**config.mk**
```make
export PLATFORM = sky130hd
export DESIGN_NAME = byte_to_pulse_run_encoder_flat
export DESIGN_NICKNAME = d
export VERILOG_FILES = /design/src/rtl/core/btp_pkg.sv /design/src/rtl/core/btp_if.sv /design/src/rtl/core/byte_to_pulse_run_encoder.sv /design/src/rtl/core/btp_front.sv /design/src/rtl/core/btp_back.sv /design/src/flat_wrapper.sv
export SDC_FILE = /design/constraint.sdc
export NUM_CORES = 1
export LEC_CHECK = 0
export BUFFER_PORTS_ARGS = -buffer_cell sky130_fd_sc_hd__buf_2
export CELL_PAD_IN_SITES_DETAIL_PLACEMENT = 1
export CELL_PAD_IN_SITES_GLOBAL_PLACEMENT = 1
export CORE_ASPECT_RATIO = 0.7
export CORE_MARGIN = 4
export CORE_UTILIZATION = 46
export DETAILED_ROUTE_END_ITERATION = 12
export GPL_TIMING_DRIVEN = 0
export HOLD_SLACK_MARGIN = 0.05
export PLACE_DENSITY_LB_ADDON = 0.1
export SETUP_SLACK_MARGIN = 0.2
export SLEW_MARGIN = 5
export SYNTH_ARGS = -nofsm -noshare
export SYNTH_HDL_FRONTEND = slang
export SYNTH_HIERARCHICAL = 1
export SYNTH_SLANG_ARGS = --single-unit
```
**constraint.sdc**
```tcl
create_clock -name i_clk -period 3.85 [get_ports i_clk]
set_input_delay 0.1925 -clock i_clk [delete_from_list [all_inputs] [get_ports i_clk]]
set_output_delay 0.1925 -clock i_clk [all_outputs]
set_load 0.02 [all_outputs]
```
**src/rtl/core/btp_pkg.sv**
```systemverilog
`timescale 1ns / 1ps
`default_nettype none
// ----------------------------------------------------------------------------
// btp_pkg
// Shared types and constants of the byte to pulse run encoder.
// ----------------------------------------------------------------------------
package btp_pkg;

    localparam int DURATION_BITS = 15;
    localparam logic [DURATION_BITS-1:0] TICK_MAX = {DURATION_BITS{1'b1}};

    localparam int BYTE_W  = 8;
    localparam int BIT_IDX_W = $clog2(BYTE_W);
    localparam logic [BIT_IDX_W-1:0] LAST_BIT_IDX = BIT_IDX_W'(BYTE_W - 1);

    localparam int CFG_IDX_W  = 4;
    localparam int CFG_DATA_W = DURATION_BITS;
    localparam logic [CFG_IDX_W-1:0] CFG_IDX_BIT_DURATION = 4'd0;
    localparam logic [CFG_IDX_W-1:0] CFG_IDX_IDLE_LEVEL   = 4'd1;

    localparam logic [DURATION_BITS-1:0] BIT_DURATION_RESET = DURATION_BITS'(833);
    localparam logic IDLE_LEVEL_RESET = 1'b1;

    // mod-3 bit phase counter
    localparam logic [1:0] PHASE_EXTRA = 2'd1;
    localparam logic [1:0] PHASE_LAST  = 2'd2;

    // input word queue between front and back, power of two deep
    localparam int QDEPTH = 2;
    localparam int QPTR_W = $clog2(QDEPTH);

    typedef struct packed {
        logic [BYTE_W-1:0] data_byte;
        logic              frame_end;
    } t_item;

    typedef struct packed {
        logic                     pulse_level;
        logic [DURATION_BITS-1:0] pulse_ticks;
        logic                     end_mark;
    } t_pulse;

    typedef struct packed {
        logic [DURATION_BITS-1:0] bit_duration;
        logic                     idle_level;
    } t_cfg;

    typedef enum logic [1:0] {
        ST_IDLE,
        ST_BITS,
        ST_FLUSH,
        ST_MARK
    } t_back_state;

endpackage
`default_nettype wire

```
**src/rtl/core/btp_if.sv**
```systemverilog
`timescale 1ns / 1ps
`default_nettype none
// ----------------------------------------------------------------------------
// btp_if
// Valid/ready channels: input bytes, output pulses, configuration writes.
// ----------------------------------------------------------------------------
interface btp_byte_if;
    logic                     valid;
    logic                     ready;
    logic [btp_pkg::BYTE_W-1:0] data_byte;
    logic                     frame_end;

    modport source (output valid, output data_byte, output frame_end, input ready);
    modport sink   (input valid, input data_byte, input frame_end, output ready);
endinterface

interface btp_pulse_if;
    logic                              valid;
    logic                              ready;
    logic                              pulse_level;
    logic [btp_pkg::DURATION_BITS-1:0] pulse_ticks;
    logic                              end_mark;

    modport source (output valid, output pulse_level, output pulse_ticks,
                    output end_mark, input ready);
    modport sink   (input valid, input pulse_level, input pulse_ticks,
                    input end_mark, output ready);
endinterface

interface btp_cfg_if;
    logic                           valid;
    logic                           ready;
    logic [btp_pkg::CFG_IDX_W-1:0]  index;
    logic [btp_pkg::CFG_DATA_W-1:0] data;

    modport source (output valid, output index, output data, input ready);
    modport sink   (input valid, input index, input data, output ready);
endinterface
`default_nettype wire

```
**src/rtl/core/byte_to_pulse_run_encoder.sv**
```systemverilog
`timescale 1ns / 1ps
`default_nettype none
// A byte accepted into an idle block reaches the output through the queue, byte and output registers.
// Throughput: the bit engine handles one bit per cycle, adding flush and end mark
// steps after the last byte of a frame; the output register stalls it.
// A two-word queue decouples input acceptance from the bit engine.
// Reset (synchronous, active low): bit_duration 833, idle_level 1, open run at
// idle level with one bit time, phase 0, queue and output empty.
// ----------------------------------------------------------------------------
// byte_to_pulse_run_encoder
// NRZ byte stream to (level, ticks) run pulses with frame end marks.
// ----------------------------------------------------------------------------
module byte_to_pulse_run_encoder (
    input  wire logic  i_clk,
    input  wire logic  i_rst_n,
    btp_byte_if.sink   i_byte,
    btp_cfg_if.sink    i_cfg,
    btp_pulse_if.source o_pulse
);
    import btp_pkg::*;

    t_item  in_item;
    t_cfg   cfg;
    logic   q_valid;
    t_item  q_item;
    logic   q_pop;
    t_pulse pulse;

    assign in_item.data_byte = i_byte.data_byte;
    assign in_item.frame_end = i_byte.frame_end;

    btp_front u_front (
        .i_clk       (i_clk),
        .i_rst_n     (i_rst_n),
        .i_valid     (i_byte.valid),
        .o_ready     (i_byte.ready),
        .i_item      (in_item),
        .i_cfg_valid (i_cfg.valid),
        .o_cfg_ready (i_cfg.ready),
        .i_cfg_index (i_cfg.index),
        .i_cfg_data  (i_cfg.data),
        .o_cfg       (cfg),
        .o_q_valid   (q_valid),
        .o_q_item    (q_item),
        .i_q_pop     (q_pop)
    );

    btp_back u_back (
        .i_clk     (i_clk),
        .i_rst_n   (i_rst_n),
        .i_cfg     (cfg),
        .i_q_valid (q_valid),
        .i_q_item  (q_item),
        .o_q_pop   (q_pop),
        .o_valid   (o_pulse.valid),
        .i_ready   (o_pulse.ready),
        .o_pulse   (pulse)
    );

    assign o_pulse.pulse_level = pulse.pulse_level;
    assign o_pulse.pulse_ticks = pulse.pulse_ticks;
    assign o_pulse.end_mark    = pulse.end_mark;

endmodule
`default_nettype wire

```
**src/rtl/core/btp_front.sv**
```systemverilog
`timescale 1ns / 1ps
`default_nettype none
// ----------------------------------------------------------------------------
// btp_front
// Configuration registers and the input word queue feeding the bit engine.
// ----------------------------------------------------------------------------
module btp_front (
    input  wire logic                           i_clk,
    input  wire logic                           i_rst_n,
    input  wire logic                           i_valid,
    output logic                                o_ready,
    input  wire btp_pkg::t_item                 i_item,
    input  wire logic                           i_cfg_valid,
    output logic                                o_cfg_ready,
    input  wire logic [btp_pkg::CFG_IDX_W-1:0]  i_cfg_index,
    input  wire logic [btp_pkg::CFG_DATA_W-1:0] i_cfg_data,
    output btp_pkg::t_cfg                       o_cfg,
    output logic                                o_q_valid,
    output btp_pkg::t_item                      o_q_item,
    input  wire logic                           i_q_pop
);
    import btp_pkg::*;

    t_item             r_mem [QDEPTH];
    logic [QPTR_W-1:0] r_wr_ptr;
    logic [QPTR_W-1:0] r_rd_ptr;
    logic [QPTR_W:0]   r_count;
    t_cfg              r_cfg;
    logic              push;

    assign o_ready     = (r_count != (QPTR_W+1)'(QDEPTH));
    assign o_cfg_ready = 1'b1;
    assign push        = i_valid && o_ready;
    assign o_q_valid   = (r_count != '0);
    assign o_q_item    = r_mem[r_rd_ptr];
    assign o_cfg       = r_cfg;

    always_ff @(posedge i_clk) begin
        if (!i_rst_n) begin
            r_wr_ptr <= '0;
            r_rd_ptr <= '0;
            r_count  <= '0;
            r_cfg.bit_duration <= BIT_DURATION_RESET;
            r_cfg.idle_level   <= IDLE_LEVEL_RESET;
        end else begin
            if (push) begin
                r_wr_ptr <= r_wr_ptr + 1'b1;
            end
            if (i_q_pop) begin
                r_rd_ptr <= r_rd_ptr + 1'b1;
            end
            case ({push, i_q_pop})
                2'b10:   r_count <= r_count + 1'b1;
                2'b01:   r_count <= r_count - 1'b1;
                default: r_count <= r_count;
            endcase
            if (i_cfg_valid) begin
                if (i_cfg_index == CFG_IDX_BIT_DURATION) begin
                    r_cfg.bit_duration <= i_cfg_data[DURATION_BITS-1:0];
                end else if (i_cfg_index == CFG_IDX_IDLE_LEVEL) begin
                    r_cfg.idle_level <= i_cfg_data[0];
                end
            end
        end
    end

    always_ff @(posedge i_clk) begin
        if (push) begin
            r_mem[r_wr_ptr] <= i_item;
        end
    end

endmodule
`default_nettype wire

```
**src/rtl/core/btp_back.sv**
```systemverilog
`timescale 1ns / 1ps
`default_nettype none
// ----------------------------------------------------------------------------
// btp_back
// Bit engine: one bit per cycle when not stalled, run merging, flush and end mark, output register.
// ----------------------------------------------------------------------------
module btp_back (
    input  wire logic           i_clk,
    input  wire logic           i_rst_n,
    input  wire btp_pkg::t_cfg  i_cfg,
    input  wire logic           i_q_valid,
    input  wire btp_pkg::t_item i_q_item,
    output logic                o_q_pop,
    output logic                o_valid,
    input  wire logic           i_ready,
    output btp_pkg::t_pulse     o_pulse
);
    import btp_pkg::*;

    t_back_state              r_state, n_state;
    logic [BYTE_W-1:0]        r_byte, n_byte;
    logic                     r_last, n_last;
    logic [BIT_IDX_W-1:0]     r_bit_idx, n_bit_idx;
    logic                     r_run_level, n_run_level;
    logic [DURATION_BITS-1:0] r_run_ticks, n_run_ticks;
    logic [1:0]               r_phase, n_phase;
    logic                     r_out_valid, n_out_valid;
    t_pulse                   r_out, n_out;

    logic                     step;
    logic                     cur_bit;
    logic [DURATION_BITS:0]   du_wide;
    logic [DURATION_BITS-1:0] du;
    logic [DURATION_BITS:0]   sum_wide;
    logic [DURATION_BITS-1:0] sum_sat;

    // output slot free now or emptied at this edge
    assign step    = !r_out_valid || i_ready;
    assign cur_bit = r_byte[r_bit_idx];
    assign o_valid = r_out_valid;
    assign o_pulse = r_out;

    always_comb begin
        du_wide  = {1'b0, i_cfg.bit_duration} + (DURATION_BITS+1)'(r_phase == PHASE_EXTRA);
        du       = (du_wide > {1'b0, TICK_MAX}) ? TICK_MAX : du_wide[DURATION_BITS-1:0];
        sum_wide = {1'b0, r_run_ticks} + {1'b0, du};
        sum_sat  = (sum_wide > {1'b0, TICK_MAX}) ? TICK_MAX : sum_wide[DURATION_BITS-1:0];
    end

    always_comb begin
        n_state     = r_state;
        n_byte      = r_byte;
        n_last      = r_last;
        n_bit_idx   = r_bit_idx;
        n_run_level = r_run_level;
        n_run_ticks = r_run_ticks;
        n_phase     = r_phase;
        n_out_valid = r_out_valid && !i_ready;
        n_out       = r_out;
        o_q_pop     = 1'b0;

        unique case (r_state)
            ST_IDLE: begin
                if (i_q_valid) begin
                    o_q_pop = 1'b1;
                end
            end
            ST_BITS: begin
                if (step) begin
                    n_phase = (r_phase >= PHASE_LAST) ? 2'd0 : r_phase + 2'd1;
                    if (cur_bit == r_run_level) begin
                        n_run_ticks = sum_sat;
                    end else begin
                        n_out_valid = 1'b1;
                        n_out       = '{pulse_level: r_run_level, pulse_ticks: r_run_ticks,
                                        end_mark: 1'b0};
                        n_run_level = cur_bit;
                        n_run_ticks = du;
                    end
                    if (r_bit_idx == LAST_BIT_IDX) begin
                        if (r_last) begin
                            n_state = ST_FLUSH;
                        end else if (i_q_valid) begin
                            o_q_pop = 1'b1;
                        end else begin
                            n_state = ST_IDLE;
                        end
                    end else begin
                        n_bit_idx = r_bit_idx + 1'b1;
                    end
                end
            end
            ST_FLUSH: begin
                if (step) begin
                    // the run left open at frame end goes out unless it is idle
                    if (r_run_level != i_cfg.idle_level) begin
                        n_out_valid = 1'b1;
                        n_out       = '{pulse_level: r_run_level, pulse_ticks: r_run_ticks,
                                        end_mark: 1'b0};
                    end
                    n_state = ST_MARK;
                end
            end
            ST_MARK: begin
                if (step) begin
                    n_out_valid = 1'b1;
                    n_out       = '{pulse_level: 1'b0, pulse_ticks: '0, end_mark: 1'b1};
                    n_run_level = i_cfg.idle_level;
                    n_run_ticks = i_cfg.bit_duration;
                    n_phase     = 2'd0;
                    if (i_q_valid) begin
                        o_q_pop = 1'b1;
                    end else begin
                        n_state = ST_IDLE;
                    end
                end
            end
            default: begin
                n_state = ST_IDLE;
            end
        endcase

        if (o_q_pop) begin
            n_state   = ST_BITS;
            n_byte    = i_q_item.data_byte;
            n_last    = i_q_item.frame_end;
            n_bit_idx = '0;
        end
    end

    always_ff @(posedge i_clk) begin
        if (!i_rst_n) begin
            r_state     <= ST_IDLE;
            r_bit_idx   <= '0;
            r_run_level <= IDLE_LEVEL_RESET;
            r_run_ticks <= BIT_DURATION_RESET;
            r_phase     <= 2'd0;
            r_out_valid <= 1'b0;
        end else begin
            r_state     <= n_state;
            r_bit_idx   <= n_bit_idx;
            r_run_level <= n_run_level;
            r_run_ticks <= n_run_ticks;
            r_phase     <= n_phase;
            r_out_valid <= n_out_valid;
        end
    end

    always_ff @(posedge i_clk) begin
        r_byte <= n_byte;
        r_last <= n_last;
        r_out  <= n_out;
    end

`ifndef SYNTHESIS
    a_mark_zero: assert property (@(posedge i_clk) disable iff (!i_rst_n)
        (r_out_valid && r_out.end_mark) |-> (!r_out.pulse_level && r_out.pulse_ticks == '0))
        else $error("end mark word carries nonzero level or ticks");

    a_flush_to_mark: assert property (@(posedge i_clk) disable iff (!i_rst_n)
        (r_state == ST_FLUSH && step) |=> (r_state == ST_MARK))
        else $error("flush not followed by end mark");

    a_idle_no_pop: assert property (@(posedge i_clk) disable iff (!i_rst_n)
        o_q_pop |-> i_q_valid)
        else $error("pop from empty queue");

    a_idle_phase: assert property (@(posedge i_clk) disable iff (!i_rst_n)
        (r_state == ST_MARK && step) |=> (r_phase == 2'd0 || r_state == ST_BITS))
        else $error("bit phase not restarted after frame end");
`endif

endmodule
`default_nettype wire
```
**src/flat_wrapper.sv**
```systemverilog
// flat-port wrapper written by rule: the top's interface ports become plain ports
module byte_to_pulse_run_encoder_flat import btp_pkg::*;
  (i_clk, i_rst_n, i_byte_valid, i_byte_data_byte, i_byte_frame_end, i_byte_ready, i_cfg_valid, i_cfg_index, i_cfg_data, i_cfg_ready, o_pulse_valid, o_pulse_pulse_level, o_pulse_pulse_ticks, o_pulse_end_mark, o_pulse_ready);
  btp_byte_if i_byte_i ();
  btp_cfg_if i_cfg_i ();
  btp_pulse_if o_pulse_i ();
  input  wire logic i_clk;
  input  wire logic i_rst_n;
  input wire logic [$bits(i_byte_i.valid)-1:0] i_byte_valid;
  input wire logic [$bits(i_byte_i.data_byte)-1:0] i_byte_data_byte;
  input wire logic [$bits(i_byte_i.frame_end)-1:0] i_byte_frame_end;
  output wire logic [$bits(i_byte_i.ready)-1:0] i_byte_ready;
  input wire logic [$bits(i_cfg_i.valid)-1:0] i_cfg_valid;
  input wire logic [$bits(i_cfg_i.index)-1:0] i_cfg_index;
  input wire logic [$bits(i_cfg_i.data)-1:0] i_cfg_data;
  output wire logic [$bits(i_cfg_i.ready)-1:0] i_cfg_ready;
  output wire logic [$bits(o_pulse_i.valid)-1:0] o_pulse_valid;
  output wire logic [$bits(o_pulse_i.pulse_level)-1:0] o_pulse_pulse_level;
  output wire logic [$bits(o_pulse_i.pulse_ticks)-1:0] o_pulse_pulse_ticks;
  output wire logic [$bits(o_pulse_i.end_mark)-1:0] o_pulse_end_mark;
  input wire logic [$bits(o_pulse_i.ready)-1:0] o_pulse_ready;
  assign i_byte_i.valid = i_byte_valid;
  assign i_byte_i.data_byte = i_byte_data_byte;
  assign i_byte_i.frame_end = i_byte_frame_end;
  assign i_byte_ready = i_byte_i.ready;
  assign i_cfg_i.valid = i_cfg_valid;
  assign i_cfg_i.index = i_cfg_index;
  assign i_cfg_i.data = i_cfg_data;
  assign i_cfg_ready = i_cfg_i.ready;
  assign o_pulse_valid = o_pulse_i.valid;
  assign o_pulse_pulse_level = o_pulse_i.pulse_level;
  assign o_pulse_pulse_ticks = o_pulse_i.pulse_ticks;
  assign o_pulse_end_mark = o_pulse_i.end_mark;
  assign o_pulse_i.ready = o_pulse_ready;
  byte_to_pulse_run_encoder u_core (.i_clk(i_clk), .i_rst_n(i_rst_n), .i_byte(i_byte_i), .i_cfg(i_cfg_i), .o_pulse(o_pulse_i));
endmodule
```
**Yosys cells after proc, flatten, opt, wreduce, memory -nomap -nowiden**

Memories as Yosys holds them, arrays and structs flattened. A register that Yosys moved wholly into a read port is not among the register bits.
Cells that the tools add are included.

- Flip-flop bits (word level): 61
- Memory bits (writable): 18
- Output and inout bits: 20
- Logic and storage cells: 118
- Memories: 1

- Add/sub/neg operators: 8
- $lt $le $gt $ge: 4
- Equality and inequality tests: 21
- Muxes and demuxes: 45
- Bitwise logic cells: 3
- Reduce and logical (&&, ||, !) cells: 21

Memories:

| memory | depth | bits a word | read ports | clocked after memory_dff | wr ports | line | source |
|---|---|---|---|---|---|---|---|
| u_core.u_front.r_mem | 2 | 9 | 1 | 1 | 1 | btp_front.sv:24 | `t_item r_mem [QDEPTH];` |

Operators by type and width:

| operator | count |
|---|---|
| $mux W17 | 5 |
| $mux W15 | 5 |
| $pmux W17 S3 | 1 |
| $gt A16 B15 Y1 const B | 2 |
| $pmux W15 S2 | 1 |
| $mux W2 | 9 |
| $mux W1 | 17 |
| $add A15 B1 Y16 | 1 |
| $add A15 B15 Y16 | 1 |
| $ne A2 B2 Y1 const B | 7 |
| $ne A3 B2 Y1 const B | 4 |
| $reduce_and A5 Y1 | 2 |
| $reduce_and A3 Y1 | 3 |
| $pmux W2 S2 | 2 |
| $eq A2 B1 Y1 const B | 3 |
| $eq A2 B2 Y1 const B | 3 |
| $pmux W1 S3 | 2 |
| $pmux W2 S3 | 1 |
| $reduce_and A6 Y1 | 1 |
| $reduce_bool A2 Y1 | 3 |
| $add A2 B1 Y2 const B | 2 |
| $eq A4 B1 Y1 const B | 1 |
| $logic_not A4 Y1 | 1 |
| $lt A3 B4 Y1 const B | 1 |
| other kinds (19) | 24 |

**Logic depth before layout (Yosys ltp)**

- Depth in word-level cells: 10
- Gate-level depth with buffers: 17
- Mapped depth without buffers: 14

**Hierarchy**

Netlist, hierarchy kept.

By module, submodules not included:

| module | times used | cells an instance | area each (sq um) |
|---|---|---|---|
| btp_back | 1 | 385 | 3473.3 |
| btp_front | 1 | 124 | 1550.2 |

**Worst setup path after synthesis**

OpenSTA, ideal clock, no wires.

- Path kind: reg-to-reg
- From: register u_core.u_back.r_phase[0]
- To: register u_core.u_back.r_run_ticks[8]
- Library setup time: 140 ps
- Data arrival time: 3371 ps
- Data required time: 3710 ps
- Setup slack: 338 ps
- Cell stages (with the launch flop): 16
- Period minus slack after synthesis: 3512 ps
- Cell sequence: dfxtp_1 -> nor2b_1 -> ha_1 -> nand4_1 -> or2_2 -> clkbuf_1 -> nand2_1 -> ha_1 -> a21oi_1 -> a31oi_1 -> o41ai_1 -> o31ai_1 -> a211o_4 -> buf_6 -> o221ai_2 -> nand4_1

- Word-level cells in the longest chain between the ends: 10

Ends and longest elaborated chain:

| what | line | source |
|---|---|---|
| start: declaration | btp_back.sv:26 | `logic [1:0] r_phase, n_phase;` |
| start signal: assignment | btp_back.sv:144 | `r_phase <= n_phase;` |
| $eq A2 B1 Y1 * | btp_back.sv:44 | `du_wide = {1'b0, i_cfg.bit_duration} + (DURATION_BITS+1)'(r_phase == PHASE_EXTRA);` |
| $add A15 B1 Y16 * | btp_back.sv:44 |  |
| $gt A16 B15 Y1 | btp_back.sv:45 | `du = (du_wide > {1'b0, TICK_MAX}) ? TICK_MAX : du_wide[DURATION_BITS-1:0];` |
| $mux W15 * | btp_back.sv:45 |  |
| $add A15 B15 Y16 | btp_back.sv:46 | `sum_wide = {1'b0, r_run_ticks} + {1'b0, du};` |
| $gt A16 B15 Y1 | btp_back.sv:47 | `sum_sat = (sum_wide > {1'b0, TICK_MAX}) ? TICK_MAX : sum_wide[DURATION_BITS-1:0];` |
| $mux W15 | btp_back.sv:47 |  |
| $mux W15 * | btp_back.sv:71 | `if (cur_bit == r_run_level) begin` |
| $mux W15 * | btp_back.sv:69 | `if (step) begin` |
| $pmux W15 S2 * | btp_back.sv:62 | `unique case (r_state)` |
| end signal: assignment | btp_back.sv:143 | `r_run_ticks <= n_run_ticks;` |
| end: declaration | btp_back.sv:25 | `logic [DURATION_BITS-1:0] r_run_ticks, n_run_ticks;` |

Every way passes the cells marked *; elsewhere a longest branch is shown, timed or not. The select of a mux whose other input is x is not followed.
A chain may end at the register's enable or synchronous reset.

**Worst setup path in the final report**

- From: register u_core.u_back.r_phase[1]
- To: register u_core.u_back.r_run_ticks[14]

Same word-level chain as after synthesis.

==> results.toml <==
[yosys]
yosys_warnings = 6
synth_ff_type = "dfxtp_1"
synth-edff-count = 44
synthSimpleGateAreaFrac_pct = 17.6
syn_area_per_cell_um2 = 9.87
yosys-top-cells-area = "edfxtp_1, dfxtp_1, ha_1, nand2_1, mux2i_1"
synth_top_family_by_area = "simple AND/OR/NAND/NOR gates"
synth.net_count = 570
ys_ff_latch = 89
netlist.area_leader.share_pct = 26.3
synth-adder-area-share_pct = 7.12
async_flop_share_pct = 0
synthCells = 509
synthMuxAreaShare_pct = 7.55
synth_area_leader_cell = "edfxtp_1"
synthXorXnorAreaFrac_pct = 4.53
synth-compound-area-share_pct = 14.6
seq_area_frac_synth_pct = 44.2
synth.cell_area_um2 = 5020
synth_cell_type_count = 58

[worst_setup_path]
crit_start = "u_core/u_back/r_phase[1]"
reg2reg_depth = 15
cp_cell_sequence = "nor2b_4, ha_4, nand4_1, or2_4, buf_8, nand2b_1, ha_1, fa_1, a211oi_1, o21ai_0, a31oi_2, o221ai_1, xor2_1, o221ai_1, a21oi_1"
crit_path_start_kind = "flip-flop"
slowest_stage = "fa_1"
crit_fanout = 9
cp-endpoint = "u_core/u_back/r_run_ticks[14]"
crit_path_end_kind = "flip-flop"
rrSetupSlack_ns = 0.28
crit_path_max_incr_delay_ns = 0.44
r2r-start = "u_core/u_back/r_phase[1]"
worstPathArrival_ns = 3.80
worst-setup-path-type = "reg2reg"
required_ns = 4.08
reg2reg_to = "u_core/u_back/r_run_ticks[14]"
path_common_cell = "o221ai_1"

[power_and_ir_drop]
power.leakage_uw = 0.00242
powerDensity_nw_per_um2 = 720
irDropWorstVdd_mv = 0.279
power.total_uw = 4420

[floorplan]
num_io_pins = 53
die_h_um = 95.4
die_width_um = 133
start_util_pct = 47.8
core_area_um2 = 10500
rows = 31
die-area_um2 = 12700

[placement]
place.port_buffers = 51
dp_hpwl_um = 10700
place_area_um2 = 5480
gp_congestion = 0.891
dp_cells = 709

[global_route]
antenna_found_initial = 0
gr-total-overflow = 0
grt_max_degree = 18
grt_usage_pct = 24.8
grt_pass1_vias = 4373
grt_pass1_wl_um = 24200

[layout]
syn2layout_area_growth_pct = 22.0
multiInputGateArea_um2 = 2690
mostFrequentLayoutCell = "nand2_1"
antenna_cells = 0
drive_gt1_share_pct = 22.4
final_cell_area_um2 = 6130
fin_nets = 654
seqCellArea_um2 = 2240
final_cells = 746
nFillCells = 1196
final_cell_mix = "nand2_1, buf_2, edfxtp_1, dfxtp_1, nor2_1"

[clock_tree]
cts_max_level = 3
tritoncts = "yes"
worstSkewPairLatency_ns = 0.35
cts.sinks = 89
clk_pin_slew_ns = 0.07
cts_root_buf = "clkbuf_16"
clockBufferDepth = 2
numCtsBuffers = 9

[sta]
hold_viol_final = 0
fmax_ghz = 0.280
slew_violations = 0
finalSetupViolCount = 0
worstMarginPinSlew_ns = 0.736
relSlewSlack_pct = 50.9
min_period_ns = 3.57
fin_setup_tns_ns = 0
post-route-period-util_pct = 92.7
rsz0062_at_grt = "yes"
hold-worst-slack_ns = 0.0776
fin_skew_ns = 0.00992

[outcome]
run_status = "complete, no violations"

[drt]
drc = 0
drt_iter0_drc = 295
avgRoutedWirePerCell_um = 20.7
vias_per_cell = 5.77
ant_nets = 0
wl_um = 15400
firstDrtPassIters = 5
route.vias.total = 4302

[min_path]
hp-class = "in2reg"

[run]
drv_cap = 0
final cells by class:
class | instances | share of cell area [%]
multi-input cells | 380 | 43.8
flip-flops and latches | 89 | 36.5
repair buffers | 73 | 7.57
clock buffers | 9 | 3.67
plain buffers | 26 | 3.20
well taps | 148 | 3.02
clock inverters | 7 | 1.35
inverters | 14 | 0.857
repair_timing:
item | 4_1_cts | 5_1_grt
setup buffers | 5 | 6
gates resized for setup | 24 | 19
hold buffers | 9 | 0
endpoints found under the hold margin | 18 | 0
endpoints found under the setup margin | 15 | 16
pin swaps | 4 | 9
cloned | 0 | 1
where the power goes:
part	total [uW]	internal, uW	switching [uW]
registers	1480	1320	165
clock network	930	516	414
logic	2010	810	1200
flip-flops by register name (all words and copies together) (netlist names), named ones only:
register,count
u_core/u_front/r_mem,18
u_core/u_front/o_cfg,16
u_core/u_front/r_wr_ptr,1
u_core/u_back/o_valid,1
u_core/u_back/r_phase,2
u_core/u_front/r_rd_ptr,1
u_core/u_back/r_run_level,1
u_core/u_back/r_bit_idx,3
u_core/u_front/r_count,2
u_core/u_back/r_run_ticks,15
u_core/u_back/o_pulse,17
u_core/u_back/r_state,2
u_core/u_back/r_last,1
u_core/u_back/r_byte,8
worst min-delay path by stage:
stage                         from                         end  slack [ns]  cells after the start
6_report            i_cfg_data[12]    u_core/u_front/o_cfg[13]        0.08                      3
5_1_grt             i_cfg_data[12]    u_core/u_front/o_cfg[13]        0.08                      3
4_1_cts             i_cfg_data[10]    u_core/u_front/o_cfg[11]        0.07                      3
3_5_place_dp   i_byte_data_byte[6]  u_core/u_front/r_mem[1][7]        0.39                      1
3_3_place_gp   i_byte_data_byte[1]  u_core/u_front/r_mem[1][2]        0.38                      1
2_1_floorplan     i_byte_frame_end  u_core/u_front/r_mem[0][0]        0.29                      0
logic make-up (layout without fill, tap and decap cells):
group	after synthesis	count (layout)
AO/OA/AOI/OAI	111	111
buffers and inverters	40	129
other	1	1
adder cells (fa/ha/maj)	28	28
AND/OR/NAND/NOR	182	182
multiplexers	32	32
flip-flops	89	89
XOR/XNOR	26	26
metrics by stage:
stage	utilization [%]	setup slack, ns
3_5_place_dp	52.1	-0.837
6_report	58.3	0.281
2_1_floorplan	-	0.338
4_1_cts	57.0	0.225
3_3_place_gp	52.0	-0.541
5_1_grt	58.3	0.0415
synth_stat cells, drive strengths merged, types with 6 or more instances:
cell    count
dfxtp      45
and3        7
mux2i      19
mux2       11
nor2b      21
inv        14
nand3      16
xor2       11
nor3        6
nand2      71
a21oi      35
nor2       35
o221ai     15
clkbuf     20
ha         27
o21ai      28
nand4       7
edfxtp     44
xnor2      15
routing by layer:
| metal | wire length, um | GRT usage [%] | share of wire (%) |
|---|---|---|---|
| met5 | 0 | 0 | 0 |
| met4 | 230 | 6.40 | 1.5 |
| met3 | 889 | 4.80 | 5.8 |
| met2 | 6920 | 38.6 | 45 |
| met1 | 7390 | 35.8 | 48 |
worst max-delay path, delay by kind of cell (launching register included):
family / cells / cell delay (ns)
adders and majority gates: 3 / 0.85
DFF: 1 / 0.43
and+or+nand+nor: 4 / 0.44
xor gates and xnor gates: 1 / 0.17
buffers and inverters: 1 / 0.12
AOI/OAI and AO/OA: 6 / 1.46
(Power assumes the default switching activity.)
